## config.mk

```make
export PLATFORM = sky130hd
export DESIGN_NAME = button_debounce_hold_repeat_top
export DESIGN_NICKNAME = d
export VERILOG_FILES = /design/src/bdhr_pkg.sv /design/src/button_debounce_hold_repeat_top.sv
export SDC_FILE = /design/constraint.sdc
export NUM_CORES = 1
export LEC_CHECK = 0
export ABC_AREA = 0
export BUFFER_PORTS_ARGS = -buffer_cell sky130_fd_sc_hd__buf_2
export CORE_AREA = 2 2 197 276
export DETAILED_ROUTE_END_ITERATION = 8
export DIE_AREA = 0 0 199 278
export GPL_ROUTABILITY_DRIVEN = 1
export PLACE_DENSITY = 0.62
export SLEW_MARGIN = 30
export SYNTH_ARGS = -nofsm -noshare
export SYNTH_HDL_FRONTEND = slang
export SYNTH_SLANG_ARGS = --single-unit
```

## constraint.sdc

```tcl
create_clock -name clk -period 16.9 [get_ports clk]
set_input_delay 3.38 -clock clk [delete_from_list [all_inputs] [get_ports clk]]
set_output_delay 3.38 -clock clk [all_outputs]
set_load 0.02 [all_outputs]
```

## src/bdhr_pkg.sv

```systemverilog
// shared types and constants for the button debounce, hold and repeat block
package bdhr_pkg;

	// number of buttons served and the widths that follow from it
	localparam int NUM_BUTTONS = 8;
	localparam int BTN_IDX_W   = (NUM_BUTTONS > 1) ? $clog2(NUM_BUTTONS) : 1;
	localparam int SWEEP_CNT_W = $clog2(NUM_BUTTONS + 1);

	// register reset values
	localparam logic [15:0] DEBOUNCE_RST = 16'd40;
	localparam logic [15:0] HOLD_RST     = 16'd2000;
	localparam logic [15:0] REPEAT_RST   = 16'd3000;
	localparam logic [7:0]  POL_RST      = 8'd0;

	// register indexes (byte address divided by four)
	localparam logic [1:0] REG_DEBOUNCE = 2'd0;
	localparam logic [1:0] REG_HOLD     = 2'd1;
	localparam logic [1:0] REG_REPEAT   = 2'd2;
	localparam logic [1:0] REG_POLARITY = 2'd3;

	// input word kinds carried in tuser
	localparam logic KIND_SAMPLE = 1'b0;
	localparam logic KIND_TICK   = 1'b1;

	typedef enum logic [2:0] {
		EV_PRESSED  = 3'd0,
		EV_RELEASED = 3'd1,
		EV_HOLD     = 3'd2,
		EV_REPEAT   = 3'd3,
		EV_CLICK    = 3'd4
	} ev_code_t;

	typedef enum logic [1:0] {
		ST_IDLE,
		ST_TICK,
		ST_SMP
	} ctl_state_t;

	// per-button state held in one memory entry
	typedef struct packed {
		logic        stable;
		logic        deb_active;
		logic        pending;
		logic [15:0] deb_left;
		logic        deb_done;
		logic        hold_active;
		logic [15:0] hold_left;
		logic        hold_done;
		logic        rep_active;
		logic [15:0] rep_left;
		logic        rep_done;
	} btn_state_t;

endpackage

```

## src/button_debounce_hold_repeat_top.sv

```systemverilog
// top level of the button debounce, hold and repeat qualifier
// Qualifies up to bdhr_pkg::NUM_BUTTONS push buttons. Each input word is either a pin
// sample for one button (tuser low) or a timer tick for all buttons (tuser high). All
// per-button state sits in one memory with registered read, so every word is a
// read-modify-write of that memory. A sample is read, then updated and written back, and
// yields up to two event words (released is followed by click when hold had not yet
// been reported); the update waits until earlier events have been taken. A tick sweeps
// the memory, one button a cycle with read and write overlapped; it yields no events.
// Events leave at one word a cycle while m_tready is high, tlast marks the final event
// of a sample. The memory needs no clearing pass after reset: per-entry valid bits make
// unwritten entries read as the released, idle state.
// Register map: 0x0 debounce ticks, 0x4 hold ticks, 0x8 repeat ticks, 0xC polarity mask.
module button_debounce_hold_repeat_top (
	input  logic        clk,
	input  logic        arst_n,
	// input stream
	input  logic        s_tvalid,
	output logic        s_tready,
	input  logic [7:0]  s_tdata,   // [2:0] button, [3] pin_level, [7:4] zero
	input  logic        s_tuser,   // [0] kind
	// event stream
	output logic        m_tvalid,
	input  logic        m_tready,
	output logic [7:0]  m_tdata,   // [2:0] event_button, [5:3] event_code, [7:6] zero
	output logic        m_tlast,
	// configuration port
	input  logic        psel,
	input  logic        penable,
	input  logic        pwrite,
	input  logic [3:0]  paddr,
	input  logic [31:0] pwdata,
	output logic [31:0] prdata,
	output logic        pready
);

	// configuration registers
	logic [15:0] deb_ticks_q;
	logic [15:0] hold_ticks_q;
	logic [15:0] rep_ticks_q;
	logic [7:0]  pol_mask_q;
	logic [1:0]  reg_idx;
	logic        cfg_wr;

	// control
	bdhr_pkg::ctl_state_t state_q, state_d;
	logic [bdhr_pkg::SWEEP_CNT_W-1:0] cnt_q, cnt_d;
	logic [2:0] btn_q;
	logic       pin_q;
	logic       in_acc;
	logic       in_range;

	// state memory
	bdhr_pkg::btn_state_t mem [bdhr_pkg::NUM_BUTTONS];
	logic [bdhr_pkg::NUM_BUTTONS-1:0] vld_q;
	bdhr_pkg::btn_state_t rd_data_q;
	logic                 rd_vld_q;
	logic                 rd_en;
	logic [bdhr_pkg::BTN_IDX_W-1:0] rd_addr;
	logic                 wr_en;
	logic [bdhr_pkg::BTN_IDX_W-1:0] wr_addr;
	bdhr_pkg::btn_state_t wr_data;
	bdhr_pkg::btn_state_t cur;
	bdhr_pkg::btn_state_t tick_nxt;
	bdhr_pkg::btn_state_t smp_nxt;

	// sample update results
	logic               pressed;
	logic [1:0]         ev_cnt;
	bdhr_pkg::ev_code_t ev0, ev1;

	// event buffer
	logic [1:0]         out_cnt_q;
	bdhr_pkg::ev_code_t head_q, tail_q;
	logic [2:0]         out_btn_q;
	logic               load_out;

	// configuration port
	assign pready  = 1'b1;
	assign reg_idx = paddr[3:2];
	assign cfg_wr  = psel && penable && pwrite && pready;

	always_ff @(posedge clk or negedge arst_n) begin
		if (!arst_n) begin
			deb_ticks_q  <= bdhr_pkg::DEBOUNCE_RST;
			hold_ticks_q <= bdhr_pkg::HOLD_RST;
			rep_ticks_q  <= bdhr_pkg::REPEAT_RST;
			pol_mask_q   <= bdhr_pkg::POL_RST;
		end else if (cfg_wr) begin
			unique case (reg_idx)
				bdhr_pkg::REG_DEBOUNCE: deb_ticks_q  <= pwdata[15:0];
				bdhr_pkg::REG_HOLD:     hold_ticks_q <= pwdata[15:0];
				bdhr_pkg::REG_REPEAT:   rep_ticks_q  <= pwdata[15:0];
				bdhr_pkg::REG_POLARITY: pol_mask_q   <= pwdata[7:0];
				default: ;
			endcase
		end
	end

	// register read back
	always_comb begin
		unique case (reg_idx)
			bdhr_pkg::REG_DEBOUNCE: prdata = {16'd0, deb_ticks_q};
			bdhr_pkg::REG_HOLD:     prdata = {16'd0, hold_ticks_q};
			bdhr_pkg::REG_REPEAT:   prdata = {16'd0, rep_ticks_q};
			bdhr_pkg::REG_POLARITY: prdata = {24'd0, pol_mask_q};
			default:                prdata = 32'd0;
		endcase
	end

	// input handshake
	assign s_tready = (state_q == bdhr_pkg::ST_IDLE);
	assign in_acc   = s_tvalid && s_tready;
	assign in_range = (32'(s_tdata[2:0]) < bdhr_pkg::NUM_BUTTONS);

	// entry as read, unwritten entries read as all zero
	assign cur = rd_vld_q ? rd_data_q : '0;

	// tick: count every timer of one entry down
	always_comb begin
		tick_nxt = cur;
		if (cur.deb_left != 16'd0) tick_nxt.deb_left = cur.deb_left - 16'd1;
		else                       tick_nxt.deb_done = 1'b1;
		if (cur.hold_left != 16'd0) tick_nxt.hold_left = cur.hold_left - 16'd1;
		else                        tick_nxt.hold_done = 1'b1;
		if (cur.rep_left != 16'd0) tick_nxt.rep_left = cur.rep_left - 16'd1;
		else                       tick_nxt.rep_done = 1'b1;
	end

	// sample: debounce, press and release, hold and repeat
	always_comb begin
		smp_nxt = cur;
		pressed = (pin_q == pol_mask_q[btn_q]);
		ev_cnt  = 2'd0;
		ev0     = bdhr_pkg::EV_PRESSED;
		ev1     = bdhr_pkg::EV_PRESSED;

		// level compare against confirmed level
		if (pressed == smp_nxt.stable) begin
			if (smp_nxt.deb_active && smp_nxt.deb_done) begin
				smp_nxt.deb_active = 1'b0;
				smp_nxt.pending    = 1'b1;
			end
		end else if (!smp_nxt.deb_active) begin
			smp_nxt.stable     = pressed;
			smp_nxt.pending    = 1'b1;
			smp_nxt.deb_left   = deb_ticks_q;
			smp_nxt.deb_done   = 1'b0;
			smp_nxt.deb_active = 1'b1;
		end else begin
			smp_nxt.deb_active = 1'b0;
			smp_nxt.pending    = 1'b0;
		end

		// confirmed change
		if (smp_nxt.pending && smp_nxt.deb_done) begin
			smp_nxt.stable     = pressed;
			smp_nxt.deb_active = 1'b0;
			smp_nxt.pending    = 1'b0;
			if (pressed) begin
				ev0                 = bdhr_pkg::EV_PRESSED;
				ev_cnt              = 2'd1;
				smp_nxt.hold_left   = hold_ticks_q;
				smp_nxt.hold_done   = 1'b0;
				smp_nxt.hold_active = 1'b1;
				smp_nxt.rep_active  = 1'b0;
			end else begin
				ev0    = bdhr_pkg::EV_RELEASED;
				ev_cnt = 2'd1;
				if (smp_nxt.hold_active) begin
					ev1    = bdhr_pkg::EV_CLICK;
					ev_cnt = 2'd2;
				end
				smp_nxt.hold_active = 1'b0;
				smp_nxt.rep_active  = 1'b0;
			end
		end

		// hold time reached
		if (smp_nxt.stable && smp_nxt.hold_active && !smp_nxt.rep_active &&
				smp_nxt.hold_done) begin
			if (ev_cnt == 2'd0) ev0 = bdhr_pkg::EV_HOLD;
			else                ev1 = bdhr_pkg::EV_HOLD;
			ev_cnt              = ev_cnt + 2'd1;
			smp_nxt.hold_active = 1'b0;
			smp_nxt.rep_left    = rep_ticks_q;
			smp_nxt.rep_done    = 1'b0;
			smp_nxt.rep_active  = 1'b1;
		end

		// repeat period reached
		if (smp_nxt.stable && !smp_nxt.hold_active && smp_nxt.rep_active &&
				smp_nxt.rep_done) begin
			if (ev_cnt == 2'd0) ev0 = bdhr_pkg::EV_REPEAT;
			else                ev1 = bdhr_pkg::EV_REPEAT;
			ev_cnt           = ev_cnt + 2'd1;
			smp_nxt.rep_left = rep_ticks_q;
			smp_nxt.rep_done = 1'b0;
		end
	end

	// sequencer: next state and memory access
	always_comb begin
		state_d  = state_q;
		cnt_d    = cnt_q;
		rd_en    = 1'b0;
		rd_addr  = '0;
		wr_en    = 1'b0;
		wr_addr  = '0;
		wr_data  = tick_nxt;
		load_out = 1'b0;
		unique case (state_q)
			bdhr_pkg::ST_IDLE: begin
				if (in_acc) begin
					if (s_tuser == bdhr_pkg::KIND_TICK) begin
						rd_en   = 1'b1;
						rd_addr = '0;
						cnt_d   = bdhr_pkg::SWEEP_CNT_W'(1);
						state_d = bdhr_pkg::ST_TICK;
					end else if (in_range) begin
						rd_en   = 1'b1;
						rd_addr = bdhr_pkg::BTN_IDX_W'(s_tdata[2:0]);
						state_d = bdhr_pkg::ST_SMP;
					end
				end
			end
			bdhr_pkg::ST_TICK: begin
				// write back the previous entry while reading the next one
				wr_en   = 1'b1;
				wr_addr = bdhr_pkg::BTN_IDX_W'(cnt_q - bdhr_pkg::SWEEP_CNT_W'(1));
				wr_data = tick_nxt;
				if (cnt_q < bdhr_pkg::SWEEP_CNT_W'(bdhr_pkg::NUM_BUTTONS)) begin
					rd_en   = 1'b1;
					rd_addr = cnt_q[bdhr_pkg::BTN_IDX_W-1:0];
					cnt_d   = cnt_q + bdhr_pkg::SWEEP_CNT_W'(1);
				end else begin
					state_d = bdhr_pkg::ST_IDLE;
				end
			end
			bdhr_pkg::ST_SMP: begin
				// update once the event buffer has drained
				if (out_cnt_q == 2'd0) begin
					wr_en    = 1'b1;
					wr_addr  = bdhr_pkg::BTN_IDX_W'(btn_q);
					wr_data  = smp_nxt;
					load_out = 1'b1;
					state_d  = bdhr_pkg::ST_IDLE;
				end
			end
			default: state_d = bdhr_pkg::ST_IDLE;
		endcase
	end

	always_ff @(posedge clk or negedge arst_n) begin
		if (!arst_n) begin
			state_q <= bdhr_pkg::ST_IDLE;
			cnt_q   <= '0;
		end else begin
			state_q <= state_d;
			cnt_q   <= cnt_d;
		end
	end

	// captured sample fields
	always_ff @(posedge clk) begin
		if (in_acc) begin
			btn_q <= s_tdata[2:0];
			pin_q <= s_tdata[3];
		end
	end

	// state memory with registered read
	always_ff @(posedge clk) begin
		if (wr_en) mem[wr_addr] <= wr_data;
		if (rd_en) rd_data_q <= mem[rd_addr];
	end

	// valid bits stand in for the reset of the memory
	always_ff @(posedge clk or negedge arst_n) begin
		if (!arst_n) begin
			vld_q    <= '0;
			rd_vld_q <= 1'b0;
		end else begin
			if (wr_en) vld_q[wr_addr] <= 1'b1;
			if (rd_en) rd_vld_q <= vld_q[rd_addr];
		end
	end

	// event buffer, up to two words
	always_ff @(posedge clk or negedge arst_n) begin
		if (!arst_n) begin
			out_cnt_q <= 2'd0;
		end else if (load_out) begin
			out_cnt_q <= ev_cnt;
		end else if (m_tvalid && m_tready) begin
			out_cnt_q <= out_cnt_q - 2'd1;
		end
	end

	always_ff @(posedge clk) begin
		if (load_out) begin
			head_q    <= ev0;
			tail_q    <= ev1;
			out_btn_q <= btn_q;
		end else if (m_tvalid && m_tready) begin
			head_q <= tail_q;
		end
	end

	// event port
	assign m_tvalid = (out_cnt_q != 2'd0);
	assign m_tlast  = (out_cnt_q == 2'd1);
	assign m_tdata  = {2'b00, head_q, out_btn_q};

endmodule

```

# After elaboration in Yosys (flattened, before gate mapping)
# Memories as Yosys holds them, arrays and structs flattened. A register that Yosys moved wholly into a read port is not among the register bits.
# Cells that the tools add are included.
# classes
addsub	8
magnitude_cmp	5
eq_ne	13
mux	75
bitwise_logic	1
reduce_logical	32
# op_table
operator	count
$mux W56	3
$pmux W32 S4	1
$mux W17	4
$mux W3	18
$mux W16	3
$reduce_bool A16 Y1	3
$sub A16 B1 Y16 const B	3
$mux W2	14
$mux W19	1
$mux W1	18
$mux W18	1
$logic_and A1 B1 Y1	13
$lt A3 B4 Y1 const B	3
$mux W4	3
$pmux W3 S2	2
$logic_not A2 Y1	5
$or A8 B8 Y8	1
$pmux W4 S2	1
$reduce_and A2 Y1	4
$bmux W1 S3	2
$eq A2 B1 Y1 const B	3
$eq A2 B2 Y1 const B	3
$ne A2 B2 Y1 const B	3
$pmux W2 S3	1
14 further kinds	21
# word_totals
ff_bits	86
mem_bits_rw	448
wordCells	149
memories	1
# mem_list
name	words	word_bits	read_ports	rd_clocked_by_memory_dff	write_ports	line_no	source
mem	8	56	1	1	1	button_debounce_hold_repeat_top.sv:53	bdhr_pkg::btn_state_t mem [bdhr_pkg::NUM_BUTTONS];

# Logic depth before layout (Yosys ltp)
# Gate-level depths: netlist of run 1.
# logic_depth
depth_word	18
ltp_mapped	14

# Worst setup path before layout of run 1
# Ideal clock, no wire load.
# synth_timing
path_kind	input-to-output
from	input paddr[3]
to	output prdata[10]
arrival_time_ns	4.792
required_ns	13.520
slack_ns	8.728
cell_stages	4
path_buffers	2
cell_sequence	buf_1 > buf_1 > mux2i_1 > o21ai_0
# synth_between
elab_chain_cells	2
word_cells_on_any_way	5
classes_between	eq/ne (3); mux (1); reduce/logical (1)
# synth_rtl
item	line_no	source
start, declared	button_debounce_hold_repeat_top.sv:30	input logic [3:0] paddr,
$eq A2 B2 Y1 (tied with other cells)	button_debounce_hold_repeat_top.sv:101	unique case (reg_idx)
$pmux W32 S4 *	button_debounce_hold_repeat_top.sv:101	
end, declared	button_debounce_hold_repeat_top.sv:32	output logic [31:0] prdata,
# Every way passes the cells marked *; elsewhere a longest branch is shown, timed or not. The select of a mux whose other input is x is not followed.

# Worst setup path in the final report of run 1
# layout_timing
from	input paddr[2]
to	output prdata[10]
# Same word-level chain as after synthesis.

==> results of run 1 <==
-- worst paths after layout --
path | start | endpoint | slack [ns] | cells past startpoint
max | paddr[2] | prdata[10] | 8.45 | 5
min | vld_q[0]$_DFFE_PN0P_ | vld_q[0]$_DFFE_PN0P_ | 0.47 | 1
max reg2reg | state_q[1]$_DFFE_PN0P_ | rd_data_q[24]$_DFFE_PP_ | 12.48 | 10
min reg2reg | vld_q[0]$_DFFE_PN0P_ | vld_q[0]$_DFFE_PN0P_ | 0.47 | 1
max in group asynchronous | arst_n | rd_vld_q$_DFFE_PN0P_ | 13.60 | 1
min in group asynchronous | arst_n | out_cnt_q[0]$_DFFE_PN0P_ | 2.75 | 1
-- layer usage --
layer  track usage (%)  vias to the layer above  part of all wire [%]
li1                  -                     8086                     -
met1              32.9                     8813                    41
met2              39.1                      657                    49
met3              4.19                      131                   6.8
met4              9.30                        4                   3.4
met5                 0                        -                 0.040
-- layout make-up --
type	count	area (µm²)	area share, %
clock inverter	45	435	1.50
timing repair buffer	81	536	1.85
sequential	590	17400	60.0
tap	714	893	3.09
antenna	2	5.00	0.0173
inverter	14	52.6	0.182
multi-input combinational	1481	8160	28.2
clock buffer	63	1490	5.15
-- stage by stage --
step / hold slack (ns) / utilization [%]
CTS: 0.469 / 54.6
finish: 0.473 / 54.7
global placement: 0.445 / 50.9
global route: 0.476 / 54.7
detailed placement: 0.453 / 51.0
floorplan: 0.433 / -
-- Yosys cell counts, types with 6 or more instances --
cell      instances  area [µm²]
nand2_1         600        2250
o22ai_1           8        50.1
o31ai_1          11        82.6
nor2b_1          11        68.8
nor2_1           58         218
mux4_2            8         180
or3_1             7        43.8
mux2_2           59         664
nor3_1           15        75.1
edfxtp_1        517       15500
dfrtp_1          58        1450
buf_1             9        33.8
a221oi_1         12         105
buf_4            22         165
a31oi_1          11        68.8
a32oi_1          11        96.3
a32o_1            6        60.1
o21ai_0         104         521
buf_2            34         170
dfstp_2          15         394
or2_2            14        87.6
mux2i_1          19         190
a21oi_1          54         270
inv_1            14        52.6
nand3_1         296        1480
a211oi_1         11        82.6
clkbuf_1         91         342
ha_1             12         150
-- logic make-up (layout without fill, tap and decap cells) --
kind of cell | after synthesis | in the layout | synth area share [%]
fa+ha+maj | 12 | 12 | 0.574
other cells | 2 | 21 | 0.0287
xor+xnor | 8 | 8 | 0.268
buf+inv | 174 | 203 | 3.09
simple gates | 1053 | 1053 | 17.7
flops | 590 | 590 | 66.4
mux | 87 | 87 | 4.01
compound gates | 302 | 302 | 7.90
-- state kept, by name, indices dropped and copies added (netlist names) --
signal	flops
deb_ticks_q	16
mem	448
head_q	3
out_cnt_q	2
btn_q	3
pin_q	1
tail_q	3
out_btn_q	3
rd_data_q	56
vld_q	8
state_q	2
rd_vld_q	1
hold_ticks_q	16
pol_mask_q	8
rep_ticks_q	16
cnt_q	4
-- worst reg2reg max path, delay by kind of cell (launching register included) --
| kind | cells | cell delay (ns) |
|---|---|---|
| AOI/OAI and AO/OA | 2 | 0.80 |
| adders and majority gates | 1 | 0.32 |
| buffers and inverters | 3 | 1.67 |
| DFF | 1 | 0.40 |
| and+or+nand+nor | 4 | 0.98 |
-- power breakdown --
group	total, µW	internal, µW	leakage, µW	switching (µW)
clock network	1310	758	0.000937	555
registers	2370	2170	0.00559	193
logic	1710	487	0.00388	1220
total	5390	3420	0.0104	1970
==> impl_results.md, run 1 <==
- Post-Layout Cell Count: 2,990
- Vias per inst: 5.92
- Delay-heaviest family, CP: buffers and inverters
- Leak: 0.0104 µW
- Drt pass-1 iters: 6
- Share of post-route cells with drive strength above 1: 13.6%
- Async set-reset flop share out of synthesis: 12.4%
- CTS max path bufs: 3
- Synthesized instance count: 2,228
- Dpl hpwl: 37.5 mm
- Kind of critical path: input port to primary output
- Layout Nets: 2,289
- Global-route wire length before repair: 100 mm
- Achievable clock frequency: 118 MHz
- Row Count: 100
- Critical Path, Cell by Cell: buf_2 -> nor2b_1 -> nand2_1 -> o21ai_0 -> buf_2
- Fin Clk Skew: 0.0176 ns
- Post-route ant nets: 0
- Number of global-route vias before repair: 16,727
- EDFF count, synth: 517
- Vert. Die Dim: 278 µm
- Layout area overhead: 10.7%
- Seq/Total Area, Yosys: 66.4%
- Setup WS pre-CTS: 8.43 ns
- Fin. max-slew vios: 0
- Placed cell count: 2,879
- Via Count: 17,691
- CTS sink count: 590
- Core box area: 0.0529 mm²
- Setup slack after layout: 8.45 ns
- Later-pin clock latency in the skew report: 0.62 ns
- WP buf/inv: 2
- CP max FO: 21
- Cts hold-fix bufs: 0
- Crit path launch type: input port
- Die W: 199 µm
- Worst min path class: flip-flop to flip-flop
- Main synth FF type: edfxtp_1
- Final WL: 67.0 mm
- Htree depth: 2
- CP dominant cell by count: buf_2
- Setup TNS: 0 ns
- Relative slew slack: 31.5%
- Post-route cell area: 0.0289 mm²
- Cell Area, Synth: 0.0261 mm²
- Full die area: 0.0553 mm²
- Synth Register Bits: 590
- Cell Area, Placed: 0.0270 mm²
- TritonCTS clock tree: yes
- Critical Path Max Stage Delay: 0.61 ns
- Initial core utilization: 49.4%
- Largest net degree at the start of global routing: 170
- Root buf cell: clkbuf_16
- Input/output buffers: 54
- Commonest non-fill, non-tap cells in the layout: 599 x nand2_1, 517 x edfxtp_1, 296 x nand3_1
- Inserted Clock Buffers: 57
- Post-CTS Setup Repair Bufs: 0
- Crit path max-delay cell type: nor2b_1
- All-Layer GR Usage: 24.3%
- Final Cycle Share: 50.0%
- Drt wl/cell: 22.4 µm
- Routability Congestion: 0.836
- Drt first-iter violations: 1,727
- Initial antenna violation count: 5
- Finish-stage setup viols: 0
- Final Hold Vio Count: 0
- Commonest non-fill, non-tap cell in the layout: nand2_1
- Status: finished clean
- Fillcell total: 4,373
- Least-Margin Pin Slew: 1.03 ns
- Crit. End Element: primary output
- YS warnings: 0
- Library cells used by synthesis: 90
- Max-Cap Viols: 0
- Remaining DRCs: 0
- Unrepaired setup endpoints after global routing: false
- Worst-path clk slew: 0.06 ns
- Worst Path Required: 13.52 ns
- Tmin final: 8.45 ns
- Max VDD drop: 125 µV
- CP arrival: 5.07 ns
- Grt ovf: 0
- CTS resizes: 0
- # IOs: 96
- Mean Syn Cell Area: 11.7 µm²
- Total power: 5390 µW
- Pwr/cell area: 186 mW/mm²
Note: power is estimated with default switching activity, not from simulation.
==> run 2: changes to the inputs <==
==> constraint.sdc (replaced) <==
create_clock -name clk -period 8.1 [get_ports clk]
set_input_delay 1.62 -clock clk [delete_from_list [all_inputs] [get_ports clk]]
set_output_delay 1.62 -clock clk [all_outputs]
set_load 0.02 [all_outputs]
==> impl_results.md, run 2 (synthesis results as in run 1) <==
- Fin Clk Skew: 0.0160 ns
- Critical Path, Cell by Cell: buf_2 -> nor2b_1 -> nand2_1 -> o21ai_0 -> buf_2
- Status: finished clean
- Pwr/cell area: 387 mW/mm²
- Worst Path Required: 6.48 ns
- Later-pin clock latency in the skew report: 0.61 ns
- # IOs: 96
- Part of the power in the clock network: 23.8%
- M1 GR Usage: 32.8%
- Met3 Usage GRT: 3.41%
- Drt wl/cell: 22.2 µm
- Worst-path clk slew: 0.07 ns
- Share of post-route cells with drive strength above 1: 13.6%
- Commonest non-fill, non-tap cells in the layout: 599 x nand2_1, 517 x edfxtp_1, 296 x nand3_1
- Max FFs per register: 448
- Post-Layout Cell Count: 2,984
- Full die area: 0.0553 mm²
- Worst min path class: flip-flop to flip-flop
- Final Cycle Share: 61.2%
- Global-route wire length before repair: 101 mm
- Area of the multi-input gates: 0.00816 mm²
- Htree depth: 2
- Final WL: 66.3 mm
- Routability Congestion: 0.855
- Layout area overhead: 10.4%
- Input/output buffers: 54
- Inserted Clock Buffers: 55
- Drt first-iter violations: 1,621
- All-Layer GR Usage: 24.2%
- Relative slew slack: 29.2%
- Drt pass-1 iters: 6
- Least-Margin Pin Slew: 1.06 ns
- Die W: 199 µm
- CTS max path bufs: 3
- Met2 usage: 40.7%
- Grt ovf: 0
- Initial antenna violation count: 5
- Largest registers: mem (448), rd_data_q (56)
- Dpl hpwl: 37.6 mm
- Post-route ant nets: 0
- Max VDD drop: 279 µV
- Root buf cell: clkbuf_16
- Crit path max-delay cell type: nor2b_1
- Max-Cap Viols: 0
- CP max FO: 21
- Combinational Power Share: 32.0%
- Sequential Power Share: 44.2%
- CP dominant cell by count: buf_2
- Sequential cell area: 0.0174 mm²
- Placed cell count: 2,881
- Leak: 0.0104 µW
- Number of global-route vias before repair: 16,731
- Fin. max-slew vios: 0
- Vias per inst: 5.94
- Vert. Die Dim: 278 µm
- TritonCTS clock tree: yes
- Critical Path Max Stage Delay: 0.63 ns
- Most Crowded Layer GR: met2
- Initial core utilization: 49.4%
- CTS sink count: 590
- Post-route cell area: 0.0289 mm²
- Row Count: 100
- Via Count: 17,725
- Crit. End Element: primary output
- Cell Area, Placed: 0.0270 mm²
- Commonest non-fill, non-tap cell in the layout: nand2_1
- Int Pwr: 7100 µW
- CP arrival: 3.34 ns
- Finish-stage setup viols: 0
- Largest net degree at the start of global routing: 170
- CTS resizes: 0
- Achievable clock frequency: 202 MHz
- Tmin final: 4.96 ns
- Layout Nets: 2,289
- Fillcell total: 4,415
- Kind of critical path: input port to primary output
- Sw Ratio: 36.4%
- Crit path launch type: input port
- Unrepaired setup endpoints after global routing: false
- Setup TNS: 0 ns
- Net switching power: 4070 µW
- Final Hold Vio Count: 0
- Biggest register: mem
- WP buf/inv: 2
- Cts hold-fix bufs: 0
- Core box area: 0.0529 mm²
- Remaining DRCs: 0
- Delay-heaviest family, CP: simple AND/OR/NAND/NOR gates
- Post-CTS Setup Repair Bufs: 0
-- run 2: area by class of cell --
class | instances | share of cell area, %
Tap cell | 714 | 3.09
Timing Repair Buffer | 83 | 1.89
Sequential cell | 590 | 60.2
Clock inverter | 36 | 1.36
Inverter | 14 | 0.182
Antenna cell | 1 | 0.00867
Clock buffer | 65 | 5.04
Multi-Input combinational cell | 1481 | 28.3
-- run 2: power groups by stage --
stage | registers (µW) | logic [µW] | clock network (µW)
3_3_place_gp | 4980 | 3430 | 0
4_1_cts | 4940 | 3560 | 2700
2_1_floorplan | 4790 | 2540 | 0
6_report | 4940 | 3570 | 2660
5_1_grt | 4980 | 3960 | 2810
3_5_place_dp | 4990 | 3550 | 0
-- run 2: path summary, 6_finish.rpt --
| path | startpoint | end | slack [ns] | cells past startpoint |
|---|---|---|---|---|
| min in group asynchronous | arst_n | out_cnt_q[0]$_DFFE_PN0P_ | 1.00 | 1 |
| max in group asynchronous | arst_n | rd_vld_q$_DFFE_PN0P_ | 6.57 | 1 |
| min reg2reg | vld_q[4]$_DFFE_PN0P_ | vld_q[4]$_DFFE_PN0P_ | 0.47 | 1 |
| min | vld_q[4]$_DFFE_PN0P_ | vld_q[4]$_DFFE_PN0P_ | 0.47 | 1 |
| max reg2reg | rd_vld_q$_DFFE_PN0P_ | mem[7][12]$_DFFE_PP_ | 3.79 | 8 |
| max | paddr[2] | prdata[10] | 3.14 | 5 |
-- run 2: layer usage --
| metal | routed length [µm] | share of wire, % |
|---|---|---|
| met4 | 1750 | 2.6 |
| met3 | 4310 | 6.5 |
| met2 | 32900 | 50 |
| met1 | 27400 | 41 |
| met5 | 22 | 0.033 |
-- run 2: stage by stage --
step	hold WS [ns]	power (µW)	setup slack [ns]	util, %
3_3_place_gp	0.447	8410	3.14	50.9
3_5_place_dp	0.455	8540	3.14	51.0
2_1_floorplan	0.433	7330	1.98	-
4_1_cts	0.471	11200	3.14	54.5
6_report	0.470	11200	3.14	54.6
5_1_grt	0.484	11800	2.99	54.6
